$ cat src/rtl/hwt_pkg.sv
// shared types and codes for the hashed timer wheel
`default_nettype none

package hwt_pkg;

  // fixed field widths
  localparam int OP_W     = 2;
  localparam int DELAY_W  = 6;
  localparam int HANDLE_W = 5;
  localparam int STATUS_W = 3;

  // number of distinct delay codes
  localparam int DELAY_RANGE = 1 << DELAY_W;

  // operation codes
  localparam logic [OP_W-1:0] OP_ADD  = 2'd0;
  localparam logic [OP_W-1:0] OP_STOP = 2'd1;
  localparam logic [OP_W-1:0] OP_TICK = 2'd2;

  // result status codes
  localparam logic [STATUS_W-1:0] ST_ADDED     = 3'd0;
  localparam logic [STATUS_W-1:0] ST_FULL      = 3'd1;
  localparam logic [STATUS_W-1:0] ST_STOPPED   = 3'd2;
  localparam logic [STATUS_W-1:0] ST_NOT_ARMED = 3'd3;
  localparam logic [STATUS_W-1:0] ST_EXPIRED   = 3'd4;
  localparam logic [STATUS_W-1:0] ST_NO_EXPIRY = 3'd5;

  // sequencer states
  typedef enum logic [1:0] {
    S_IDLE,
    S_EXEC,
    S_DRAIN
  } state_t;

  // per-cycle command broadcast to every timer cell
  typedef struct packed {
    logic add_en;
    logic stop_en;
    logic tick_en;
    logic emit_en;
    logic rep;
  } cell_ctrl_t;

  // priority chain passed from one cell to the next
  typedef struct packed {
    logic free_seen;
    logic due_seen;
  } chain_t;

  // status reported by each cell to the sequencer
  typedef struct packed {
    logic claim;
    logic stop_hit;
    logic hit_now;
    logic due;
    logic due_pick;
    logic due_rest;
  } cell_stat_t;

endpackage

`default_nettype wire

$ cat src/rtl/hwt_cell.sv
// one timer cell: holds a single timer and passes the priority chain on
`default_nettype none

module hwt_cell #(
  parameter int WHEEL_SIZE = 64,
  parameter int IDX        = 0
) (
  input  wire logic                             clk,
  input  wire logic                             rst,
  input  wire hwt_pkg::cell_ctrl_t              ctrl,
  input  wire logic [hwt_pkg::HANDLE_W-1:0]     handle,
  input  wire logic [$clog2(WHEEL_SIZE)-1:0]    add_slot,
  input  wire logic [$clog2(WHEEL_SIZE)-1:0]    add_period,
  input  wire logic [$clog2(WHEEL_SIZE)-1:0]    pos,
  input  wire logic [$clog2(WHEEL_SIZE)-1:0]    pos_next,
  input  wire hwt_pkg::chain_t                  chain_in,
  output hwt_pkg::chain_t                       chain_out,
  output hwt_pkg::cell_stat_t                   stat
);

  localparam int SLOT_W = $clog2(WHEEL_SIZE);
  localparam bit ADDRESSABLE = IDX < (1 << hwt_pkg::HANDLE_W);

  logic              in_use;
  logic              due;
  logic [SLOT_W-1:0] slot;
  logic [SLOT_W-1:0] period;
  logic              repeats;

  logic              claim;
  logic              hit_now;
  logic              due_pick;
  logic              stop_hit;
  logic [SLOT_W:0]   rearm_sum;
  logic [SLOT_W-1:0] rearm_slot;

  // priority chain: lowest free cell and lowest due cell win
  assign claim               = !in_use && !chain_in.free_seen;
  assign due_pick            = due && !chain_in.due_seen;
  assign chain_out.free_seen = chain_in.free_seen || !in_use;
  assign chain_out.due_seen  = chain_in.due_seen || due;

  // match against the stop handle and the current wheel slot
  assign stop_hit = ADDRESSABLE && in_use && (handle == hwt_pkg::HANDLE_W'(IDX));
  assign hit_now  = in_use && (slot == pos);

  // re-arm slot: period past the position after the current one, modulo the wheel size
  assign rearm_sum  = {1'b0, pos_next} + {1'b0, period};
  assign rearm_slot = (rearm_sum >= (SLOT_W+1)'(WHEEL_SIZE)) ?
                      SLOT_W'(rearm_sum - (SLOT_W+1)'(WHEEL_SIZE)) : SLOT_W'(rearm_sum);

  assign stat.claim    = claim;
  assign stat.stop_hit = stop_hit;
  assign stat.hit_now  = hit_now;
  assign stat.due      = due;
  assign stat.due_pick = due_pick;
  assign stat.due_rest = due && chain_in.due_seen;

  // armed and pending flags
  always_ff @(posedge clk) begin
    if (rst) begin
      in_use <= 1'b0;
      due    <= 1'b0;
    end else begin
      if (ctrl.add_en && claim) begin
        in_use <= 1'b1;
      end
      if (ctrl.stop_en && stop_hit) begin
        in_use <= 1'b0;
      end
      if (ctrl.tick_en && hit_now) begin
        due <= 1'b1;
        if (!repeats) begin
          in_use <= 1'b0;
        end
      end
      if (ctrl.emit_en && due_pick) begin
        due <= 1'b0;
      end
    end
  end

  // timer payload, written on add and on re-arm
  always_ff @(posedge clk) begin
    if (ctrl.add_en && claim) begin
      slot    <= add_slot;
      period  <= add_period;
      repeats <= ctrl.rep;
    end else if (ctrl.tick_en && hit_now && repeats) begin
      slot <= rearm_slot;
    end
  end

endmodule

`default_nettype wire

$ cat src/rtl/hashed_timer_wheel.sv
// top level of the hashed timer wheel: sequencer, output register and cell row
// add or stop: command registered, result loaded in execute state once output is free
// tick: wheel advances, then one result per cycle while the output is free
// one result per expiry with last on the final one, or one no-expiry result if none fired
// the output register lets a new item in while the last result still waits
// reset (synchronous): all timers free, nothing pending, wheel position zero
`default_nettype none

module hashed_timer_wheel #(
  parameter int NUM_TIMERS = 32,
  parameter int WHEEL_SIZE = 64
) (
  input  wire logic                             clk,
  input  wire logic                             rst,
  input  wire logic                             in_valid,
  output logic                                  in_ready,
  input  wire logic [hwt_pkg::OP_W-1:0]         op,
  input  wire logic [hwt_pkg::DELAY_W-1:0]      delay,
  input  wire logic                             repeat_req,
  input  wire logic [hwt_pkg::HANDLE_W-1:0]     handle,
  output logic                                  out_valid,
  input  wire logic                             out_ready,
  output logic [hwt_pkg::STATUS_W-1:0]          status,
  output logic [hwt_pkg::HANDLE_W-1:0]          timer_id,
  output logic                                  last
);

  localparam int SLOT_W = $clog2(WHEEL_SIZE);

  hwt_pkg::state_t state, state_next;

  logic [hwt_pkg::OP_W-1:0]     cmd_op;
  logic [hwt_pkg::DELAY_W-1:0]  cmd_delay;
  logic                         cmd_rep;
  logic [hwt_pkg::HANDLE_W-1:0] cmd_handle;
  logic [SLOT_W-1:0]            pos;
  logic [SLOT_W-1:0]            pos_next;
  logic                         tick_none;

  logic [SLOT_W-1:0]            dmod_tab [hwt_pkg::DELAY_RANGE];
  logic [SLOT_W-1:0]            dmod;
  logic [SLOT_W:0]              add_sum;
  logic [SLOT_W-1:0]            add_slot;

  hwt_pkg::cell_ctrl_t          ctrl;
  hwt_pkg::chain_t              chain [NUM_TIMERS+1];
  hwt_pkg::cell_stat_t          stat  [NUM_TIMERS];

  logic [NUM_TIMERS-1:0]        claim_vec;
  logic [NUM_TIMERS-1:0]        pick_vec;
  logic [NUM_TIMERS-1:0]        due_vec;
  logic [NUM_TIMERS-1:0]        rest_vec;
  logic [NUM_TIMERS-1:0]        hit_vec;
  logic [NUM_TIMERS-1:0]        stop_vec;
  logic [hwt_pkg::HANDLE_W-1:0] claim_id;
  logic [hwt_pkg::HANDLE_W-1:0] pick_id;

  logic                         in_xfer;
  logic                         out_free;
  logic                         out_load;
  logic [hwt_pkg::STATUS_W-1:0] res_status;
  logic [hwt_pkg::HANDLE_W-1:0] res_id;
  logic                         res_last;

  assign in_xfer  = in_valid && in_ready;
  assign out_free = !out_valid || out_ready;

  // delay reduced modulo the wheel size, built at elaboration
  for (genvar g = 0; g < hwt_pkg::DELAY_RANGE; g++) begin : g_dmod
    assign dmod_tab[g] = SLOT_W'(g % WHEEL_SIZE);
  end

  assign dmod     = dmod_tab[cmd_delay];
  assign add_sum  = {1'b0, pos} + {1'b0, dmod};
  assign add_slot = (add_sum >= (SLOT_W+1)'(WHEEL_SIZE)) ?
                    SLOT_W'(add_sum - (SLOT_W+1)'(WHEEL_SIZE)) : SLOT_W'(add_sum);
  assign pos_next = (pos == SLOT_W'(WHEEL_SIZE - 1)) ? '0 : pos + SLOT_W'(1);

  // row of timer cells linked by the priority chain
  assign chain[0] = '0;
  for (genvar i = 0; i < NUM_TIMERS; i++) begin : g_cell
    hwt_cell #(
      .WHEEL_SIZE(WHEEL_SIZE),
      .IDX       (i)
    ) u_cell (
      .clk       (clk),
      .rst       (rst),
      .ctrl      (ctrl),
      .handle    (cmd_handle),
      .add_slot  (add_slot),
      .add_period(dmod),
      .pos       (pos),
      .pos_next  (pos_next),
      .chain_in  (chain[i]),
      .chain_out (chain[i+1]),
      .stat      (stat[i])
    );
    assign claim_vec[i] = stat[i].claim;
    assign pick_vec[i]  = stat[i].due_pick;
    assign due_vec[i]   = stat[i].due;
    assign rest_vec[i]  = stat[i].due_rest;
    assign hit_vec[i]   = stat[i].hit_now;
    assign stop_vec[i]  = stat[i].stop_hit;
  end

  // one-hot to handle encoders
  always_comb begin
    claim_id = '0;
    pick_id  = '0;
    for (int i = 0; i < NUM_TIMERS; i++) begin
      if (claim_vec[i]) begin
        claim_id = claim_id | hwt_pkg::HANDLE_W'(i);
      end
      if (pick_vec[i]) begin
        pick_id = pick_id | hwt_pkg::HANDLE_W'(i);
      end
    end
  end

  // state register
  always_ff @(posedge clk) begin
    if (rst) begin
      state <= hwt_pkg::S_IDLE;
    end else begin
      state <= state_next;
    end
  end

  // next state, cell commands and result selection
  always_comb begin
    state_next = state;
    ctrl       = '0;
    ctrl.rep   = cmd_rep;
    in_ready   = 1'b0;
    out_load   = 1'b0;
    res_status = hwt_pkg::ST_NO_EXPIRY;
    res_id     = '0;
    res_last   = 1'b1;
    unique case (state)
      hwt_pkg::S_IDLE: begin
        in_ready = 1'b1;
        if (in_valid && (op == hwt_pkg::OP_ADD || op == hwt_pkg::OP_STOP ||
                         op == hwt_pkg::OP_TICK)) begin
          state_next = hwt_pkg::S_EXEC;
        end
      end
      hwt_pkg::S_EXEC: begin
        unique case (cmd_op)
          hwt_pkg::OP_ADD: begin
            if (out_free) begin
              ctrl.add_en = 1'b1;
              out_load    = 1'b1;
              state_next  = hwt_pkg::S_IDLE;
              if (chain[NUM_TIMERS].free_seen) begin
                res_status = hwt_pkg::ST_ADDED;
                res_id     = claim_id;
              end else begin
                res_status = hwt_pkg::ST_FULL;
              end
            end
          end
          hwt_pkg::OP_STOP: begin
            if (out_free) begin
              ctrl.stop_en = 1'b1;
              out_load     = 1'b1;
              state_next   = hwt_pkg::S_IDLE;
              if (|stop_vec) begin
                res_status = hwt_pkg::ST_STOPPED;
                res_id     = cmd_handle;
              end else begin
                res_status = hwt_pkg::ST_NOT_ARMED;
              end
            end
          end
          hwt_pkg::OP_TICK: begin
            ctrl.tick_en = 1'b1;
            state_next   = hwt_pkg::S_DRAIN;
          end
          default: begin
            state_next = hwt_pkg::S_IDLE;
          end
        endcase
      end
      hwt_pkg::S_DRAIN: begin
        if (out_free) begin
          out_load = 1'b1;
          if (tick_none) begin
            state_next = hwt_pkg::S_IDLE;
          end else begin
            ctrl.emit_en = 1'b1;
            res_status   = hwt_pkg::ST_EXPIRED;
            res_id       = pick_id;
            res_last     = !(|rest_vec);
            if (!(|rest_vec)) begin
              state_next = hwt_pkg::S_IDLE;
            end
          end
        end
      end
      default: begin
        state_next = hwt_pkg::S_IDLE;
      end
    endcase
  end

  // command capture on input transfer
  always_ff @(posedge clk) begin
    if (in_xfer) begin
      cmd_op     <= op;
      cmd_delay  <= delay;
      cmd_rep    <= repeat_req;
      cmd_handle <= handle;
    end
  end

  // wheel position and empty-tick flag
  always_ff @(posedge clk) begin
    if (rst) begin
      pos <= '0;
    end else if (ctrl.tick_en) begin
      pos <= pos_next;
    end
  end

  always_ff @(posedge clk) begin
    if (ctrl.tick_en) begin
      tick_none <= !(|hit_vec);
    end
  end

  // output register
  always_ff @(posedge clk) begin
    if (rst) begin
      out_valid <= 1'b0;
    end else if (out_load) begin
      out_valid <= 1'b1;
    end else if (out_ready) begin
      out_valid <= 1'b0;
    end
  end

  always_ff @(posedge clk) begin
    if (out_load) begin
      status   <= res_status;
      timer_id <= res_id;
      last     <= res_last;
    end
  end

  // at most one cell claims a free handle or emits an expiry
  a_claim_onehot: assert property (@(posedge clk) disable iff (rst)
    $onehot0(claim_vec))
    else $error("more than one cell claims a free handle");

  a_pick_onehot: assert property (@(posedge clk) disable iff (rst)
    $onehot0(pick_vec))
    else $error("more than one pending expiry selected");

  // draining with expiries means some cell still has one pending
  a_drain_has_due: assert property (@(posedge clk) disable iff (rst)
    (state == hwt_pkg::S_DRAIN && !tick_none) |-> (|due_vec))
    else $error("drain with no pending expiry");

  // no expiry is left behind once the sequencer is idle
  a_idle_no_due: assert property (@(posedge clk) disable iff (rst)
    (state == hwt_pkg::S_IDLE) |-> !(|due_vec))
    else $error("pending expiry while idle");

  // a tick always advances the wheel by one slot
  a_tick_advance: assert property (@(posedge clk) disable iff (rst)
    ctrl.tick_en |=> (pos == $past(pos_next)))
    else $error("wheel position did not advance on tick");

endmodule

`default_nettype wire

$ cat config.mk
export PLATFORM = sky130hd
export DESIGN_NAME = hashed_timer_wheel
export DESIGN_NICKNAME = d
export VERILOG_FILES = /design/src/rtl/hwt_pkg.sv /design/src/rtl/hwt_cell.sv /design/src/rtl/hashed_timer_wheel.sv
export SDC_FILE = /design/constraint.sdc
export NUM_CORES = 1
export LEC_CHECK = 0
export ABC_AREA = 0
export BUFFER_PORTS_ARGS = -buffer_cell sky130_fd_sc_hd__buf_2
export CAP_MARGIN = 20
export CORE_MARGIN = 5
export CORE_UTILIZATION = 55
export CTS_CLUSTER_DIAMETER = 30
export DETAILED_ROUTE_END_ITERATION = 6
export PLACE_DENSITY = 0.72
export SLEW_MARGIN = 0
export SYNTH_ARGS = -nofsm -noshare
export SYNTH_HDL_FRONTEND = slang
export SYNTH_SLANG_ARGS = --single-unit
export TNS_END_PERCENT = 1
$ cat constraint.sdc
create_clock -name clk -period 3.9 [get_ports clk]
set_input_delay 0.78 -clock clk [delete_from_list [all_inputs] [get_ports clk]]
set_output_delay 0.78 -clock clk [all_outputs]
set_load 0.05 [all_outputs]
Word level (Yosys, flattened, before mapping)
Memories as Yosys holds them, arrays and structs flattened.
Cells that the tools add are included.
{ "word_totals": {"out_inout_bits": 11, "rom_bits": 384, "ff_bits": 513, "memories": 1, "input_bits": 18, "word_cells": 1608} }
{ "mem_list": {"columns": ["name", "depth", "word_bits", "read_ports", "rd_ports_with_merged_regs", "write_ports", "line", "text"], "rows": [
  ["(name not given)", 64, 6, 1, 0, 0, "hashed_timer_wheel.sv:73", "assign dmod = dmod_tab[cmd_delay];"]
]} }
{ "classes": {"muxes": 708, "bitwise_logic": 1, "add_sub_neg": 67, "n_eq_ne": 73, "order_cmp": 34, "n_reduce_logical": 553} }
{ "op_table": {"columns": ["operator", "n"], "rows": [
  ["$mux W6", 134],
  ["$mux W1", 451],
  ["$logic_and A1 B1 Y1", 319],
  ["$mux W5", 52],
  ["$ge A7 B7 Y1 const B", 34],
  ["$add A6 B6 Y7", 33],
  ["$sub A6 B1 Y6 const B", 33],
  ["$eq A6 B6 Y1", 32],
  ["$reduce_bool A3 Y1", 33],
  ["$logic_not A1 Y1", 96],
  ["$eq A5 B5 Y1 const B", 16],
  ["$mux W3", 26],
  ["$reduce_bool A2 Y1", 33],
  ["$logic_or A1 B1 Y1", 64],
  ["$mux W4", 16],
  ["$reduce_or A32 Y1", 2],
  ["$mux W2", 21],
  ["$eq A5 B4 Y1 const B", 8],
  ["$reduce_or A31 Y1", 1],
  ["$eq A5 B3 Y1 const B", 4],
  ["$pmux W5 S2", 2],
  ["$pmux W2 S3", 2],
  ["$pmux W3 S2", 2],
  ["$eq A5 B2 Y1 const B", 2],
  ["12 further kinds", 20]
]} }

Longest topological paths before layout
{ "logic_depth": {"depth_word": 44, "depth_mapped": 14, "mapped_depth_nobuf": 13} }

By module
Synthesis repeated with hierarchy kept, for this count alone.
{ "hier_totals": {"cells_unflattened": 2973, "hier_area_um2": 31500.2} }
{ "by_module_without_submodules": {"columns": ["module", "cells_per_inst", "seq_area_each_um2", "area_per_inst_um2", "n_inst"], "rows": [
  ["hwt_cell at g_cell[13].u_cell ...", 86, 430.4, 913.4, 6],
  ["hwt_cell at g_cell[11].u_cell ...", 86, 430.4, 932.1, 4],
  ["hwt_cell at g_cell[10].u_cell ...", 86, 430.4, 915.9, 4],
  ["hwt_cell at g_cell[20].u_cell ...", 86, 430.4, 910.9, 4],
  ["hwt_cell at g_cell[0].u_cell ...", 86, 430.4, 930.9, 3],
  ["hashed_timer_wheel", 217, 900.9, 2077.0, 1],
  ["hwt_cell at g_cell[12].u_cell ...", 86, 430.4, 929.6, 2],
  ["hwt_cell at g_cell[23].u_cell ...", 87, 430.4, 913.4, 2],
  ["hwt_cell at g_cell[19].u_cell ...", 87, 430.4, 910.9, 2],
  ["hwt_cell at g_cell[1].u_cell", 86, 430.4, 938.4, 1],
  ["hwt_cell at g_cell[16].u_cell", 86, 430.4, 928.4, 1],
  ["hwt_cell at g_cell[2].u_cell", 86, 430.4, 919.6, 1],
  ["hwt_cell at g_cell[3].u_cell", 86, 430.4, 912.1, 1],
  ["hwt_cell at g_cell[28].u_cell", 86, 430.4, 908.4, 1]
]} }

Worst setup path after synthesis
OpenSTA, ideal clock, no wires.
{ "synth_timing": {"kind": "reg-to-reg", "startpoint": "register pos[2]", "endpoint": "register g_cell[0].u_cell.slot[5], data pin", "t_arrival_ps": 3766, "synth_period_minus_slack_ps": 4030, "path_stages_with_launch": 10, "path_slack_ps": -130, "setup_time_ps": 264, "cell_sequence": "dfxtp_1 clkbuf_1 clkbuf_1 nand3_1 xnor2_1 ha_1 a21oi_1 xnor2_1 nand2_1 o21ai_0"} }
{ "synth_via": {"elab_chain_cells": 8, "elab_cells_between_ends": 14} }
{ "synth_rtl": {"columns": ["item", "line", "text"], "rows": [
  ["start: declaration", "hashed_timer_wheel.sv:36", "logic [SLOT_W-1:0] pos;"],
  ["start signal: assignment", "hashed_timer_wheel.sv:221", "pos <= pos_next;"],
  ["$add A6 B1 Y6 or $eq A6 B6 Y1 (tied branches)", "hashed_timer_wheel.sv:77", "assign pos_next = (pos == SLOT_W'(WHEEL_SIZE - 1)) ? '0 : pos + SLOT_W'(1);"],
  ["$mux W6 *", "hashed_timer_wheel.sv:77", null],
  ["net g_cell[0].u_cell.pos_next[4]", "hwt_cell.sv:15", "input wire logic [$clog2(WHEEL_SIZE)-1:0] pos_next,"],
  ["$add A6 B6 Y7 *", "hwt_cell.sv:48", "assign rearm_sum = {1'b0, pos_next} + {1'b0, period};"],
  ["$sub A6 B1 Y6 or $ge A7 B7 Y1 (tied branches)", "hwt_cell.sv:50, hwt_cell.sv:49", null],
  ["$mux W6 *", "hwt_cell.sv:49", "assign rearm_slot = (rearm_sum >= (SLOT_W+1)'(WHEEL_SIZE)) ?"],
  ["$mux W6 *", "hwt_cell.sv:89", "end else if (ctrl.tick_en && hit_now && repeats) begin"],
  ["$mux W6 * (2 in series)", "hwt_cell.sv:85", "if (ctrl.add_en && claim) begin"],
  ["end signal: assignment", "hwt_cell.sv:86", "slot <= add_slot;"],
  ["end signal: assignment", "hwt_cell.sv:90", "slot <= rearm_slot;"],
  ["end: declaration", "hwt_cell.sv:26", "logic [SLOT_W-1:0] slot;"]
]} }
The timed path passes the listed nets; every way through them passes the cells marked *. The select of a mux whose other input is x is not followed.
A chain may end at the register's enable or synchronous reset.

Worst setup path in the final report
{ "layout_timing": {"startpoint": "register g_cell[2].u_cell.in_use", "endpoint": "register g_cell[21].u_cell.slot[0], enable pin"} }
{ "layout_via": {"elab_chain_cells": 24} }
{ "layout_rtl": {"columns": ["item", "line", "text"], "rows": [
  ["start: declaration", "hwt_cell.sv:24", "logic in_use;"],
  ["start signal: assignment", "hwt_cell.sv:62", "in_use <= 1'b0;"],
  ["start signal: assignment", "hwt_cell.sv:66", "in_use <= 1'b1;"],
  ["start signal: assignment", "hwt_cell.sv:69", "in_use <= 1'b0;"],
  ["$logic_not A1 Y1", "hwt_cell.sv:40", "assign chain_out.free_seen = chain_in.free_seen || !in_use;"],
  ["$logic_or A1 B1 Y1 (19 in series)", "hwt_cell.sv:40", null],
  ["$logic_not A1 Y1", "hwt_cell.sv:38", "assign claim = !in_use && !chain_in.free_seen;"],
  ["$logic_and A1 B1 Y1", "hwt_cell.sv:38", null],
  ["$logic_and A1 B1 Y1", "hwt_cell.sv:85", null],
  ["$reduce_bool A2 Y1 (no line)", null, null],
  ["end signal: assignment", "hwt_cell.sv:86", null],
  ["end signal: assignment", "hwt_cell.sv:90", null],
  ["end: declaration", "hwt_cell.sv:26", null]
]} }
No other way between the ends.

==> flow_metrics.env <==
export IMPL_drtPass1Iterations=6
export IMPL_final_cell_mix="edfxtp_1, nand2_1, xnor2_1, inv_1, ha_1"
export IMPL_clk_pin_slew_worst_paths_ps=50
export IMPL_htree_levels=3
export IMPL_drive_gt1_frac=0.131
export IMPL_final_hold_violation_count=0
export IMPL_final_common_cell="edfxtp_1"
export IMPL_slew_violations=0
export IMPL_drc=0
export IMPL_syn_area_per_cell_um2=10.9
export IMPL_finalCritPeriodShare=0.895
export IMPL_synth_nets=2900
export IMPL_die_w_um=240
export IMPL_grt_pass1_vias=22570
export IMPL_crit_family="simple AND/OR/NAND/NOR gates"
export IMPL_crit_path_cell_trace="nand4_1 -> nor3_1 -> nand4_1 -> buf_4 -> or3_1 -> nand2b_1 -> nor2_1 -> buf_4 -> a31o_2"
export IMPL_critical_path_buf_inv_count=2
export IMPL_io_buffers=28
export IMPL_worst_path_max_delay_cell="nand2b_1"
export IMPL_peakVddDrop_mv=0.348
export IMPL_wire_per_inst_um=24.9
export IMPL_hp_class="in2reg"
export IMPL_std_cell_rows=84
export IMPL_ys_ff_latch=513
export IMPL_yosys_warnings=0
export IMPL_fin_skew_ps=28.5
export IMPL_syn2layout_area_growth_pct=19.7
export IMPL_p_leak_uw=0.0144
export IMPL_gr_total_overflow=0
export IMPL_syn_inst=2680
export IMPL_die_area_mm2=0.0576
export IMPL_vias_per_cell=6.16
export IMPL_start_util=0.554
export IMPL_r2r_setup_slack_ps=410
export IMPL_gp_congestion=1.03
export IMPL_synthFlopType="edfxtp_1"
export IMPL_clkSinkCount=513
export IMPL_critical_path_arrival_ps=3830
export IMPL_root_buffer="clkbuf_16"
export IMPL_worstPathMaxFanout=11
export IMPL_start_kind="flip-flop"
export IMPL_max_slew_worst_pin_slew_ps=1140
export IMPL_grt_use_total=0.312
export IMPL_finalSetupViolations=0
export IMPL_min_period_ps=3490
export IMPL_pin_count=29
export IMPL_route_antenna_remaining_nets=0
export IMPL_yosysSeqAreaShare=0.504
export IMPL_worstSetupPathType="reg2reg"
export IMPL_rsz0062_at_grt="false"
export IMPL_die_h_um=240
export IMPL_nNetsFinal=3023
export IMPL_synth_edf_count=440
export IMPL_grt_max_degree=76
export IMPL_dp_hpwl_um=58400
export IMPL_p_per_area_mw_per_mm2=509
export IMPL_fin_setup_tns_ps=0
export IMPL_run_status="finished clean"
export IMPL_antenna_found_initial=6
export IMPL_slowest_delay_ps=560
export IMPL_endpoint_kind="flip-flop"
export IMPL_cts_buffers_inserted=115
export IMPL_post_cts_buffers=0
export IMPL_hold_buffers=0
export IMPL_grt_pass1_wl_um=135000
export IMPL_utilization=0.663
export IMPL_finalPower_uw=17700
export IMPL_cap_violations=0
export IMPL_cts_resized=0
export IMPL_netlist_area_mm2=0.0291
export IMPL_cts_tree="built"
export IMPL_async_flop_share=0
export IMPL_worstPathRequired_ps=4240
export IMPL_routed_wl_um=89600
export IMPL_vias=22112
export IMPL_relSlewSlack=0.237
export IMPL_clock_latency_ps=660
export IMPL_fmax_mhz=286
export IMPL_clockBufferDepth=3
export IMPL_fp_coreArea_mm2=0.0526
export IMPL_synth_distinct_cells=67
export IMPL_drt_iter0_drc=2810
-- power by group --
part | switching, µW | internal, µW | leakage [µW]
sequential | 51.0 | 6070 | 0.00455
combinational | 920 | 424 | 0.00784
clock | 3130 | 7150 | 0.00202
total | 4100 | 13600 | 0.0144
-- stage by stage --
step | instance area, µm² | worst slack, ps | instances | hold slack [ps]
floorplan | 29100 | 197 | 2680 | 465
global placement | 30600 | 625 | 3368 | 482
detailed placement | 30600 | 582 | 3369 | 499
CTS | 34800 | 542 | 3585 | 284
global route | 34900 | 257 | 3590 | 299
finish | 34900 | 409 | 3592 | 309
-- per-layer routing --
metal  up-vias  part of all wire  wire length [µm]  global-route usage
met3       346              0.11              9680              0.0750
met5         -           0.00012                11                   0
met4         2             0.056              4990               0.153
met1     10573              0.38             34300               0.403
met2      1289              0.45             40600               0.498
li1       9902                 -                 -                   -
-- kinds of logic (layout without fill, tap and decap cells) --
family / after synthesis / count (layout) / synth area share
fa+ha+maj: 203 / 203 / 0.0957
mux: 58 / 58 / 0.0207
other cells: 0 / 2 / 0
simple gates: 681 / 681 / 0.112
flops: 513 / 513 / 0.504
buf+inv: 330 / 552 / 0.0435
compound gates: 535 / 535 / 0.116
xor+xnor: 360 / 360 / 0.108
-- final cells by class --
| type | count | area [µm²] |
|---|---|---|
| diodes | 2 | 5.00 |
| clock buffers | 132 | 3050 |
| clock inverters | 84 | 1110 |
| fillers | 3868 | 17700 |
| inverters | 198 | 743 |
| multi-input cells | 1837 | 13300 |
| flip-flops and latches | 513 | 14700 |
| well taps | 688 | 861 |
| repair buffers | 138 | 1100 |
-- registers in the layout, summed over array words and instances, names as in the netlist, 2 cells and up --
name and flops:
cmd_delay 6, cmd_handle 5, cmd_op 2, g_cell.u_cell.due 32
g_cell.u_cell.in_use 32, g_cell.u_cell.period 192, g_cell.u_cell.repeats 32, g_cell.u_cell.slot 192
pos 6, state 2, status 3, timer_id 5
-- cell usage after synthesis (all sizes together), types with 15 or more instances --
library cell	number	area, µm²
fa	33	661
xor2	105	920
nor4	52	332
ha	169	2110
a21o	81	608
edfxtp	440	13200
buf	20	101
nand2	293	1100
inv	198	743
a21oi	134	671
xnor2	255	2230
o21ai	164	821
or3	29	181
nand3	18	90.1
mux2i	50	500
o21bai	34	255
and2	22	138
a311oi	16	140
clkbuf	112	422
nor2	101	387
a211oi	15	113
dfxtp	73	1460
nor3	48	245
nand4	46	288
a221oi	33	289
-- path summary, 6_finish.rpt --
kind,from,endpoint,cells after the start
hold / removal,delay[4],cmd_delay[4],1
setup reg to reg,g_cell[2].u_cell.in_use,g_cell[21].u_cell.slot[0],9
setup / recovery,g_cell[2].u_cell.in_use,g_cell[21].u_cell.slot[0],9
hold reg to reg,state[0],state[0],2
(Power assumes the default switching activity.)
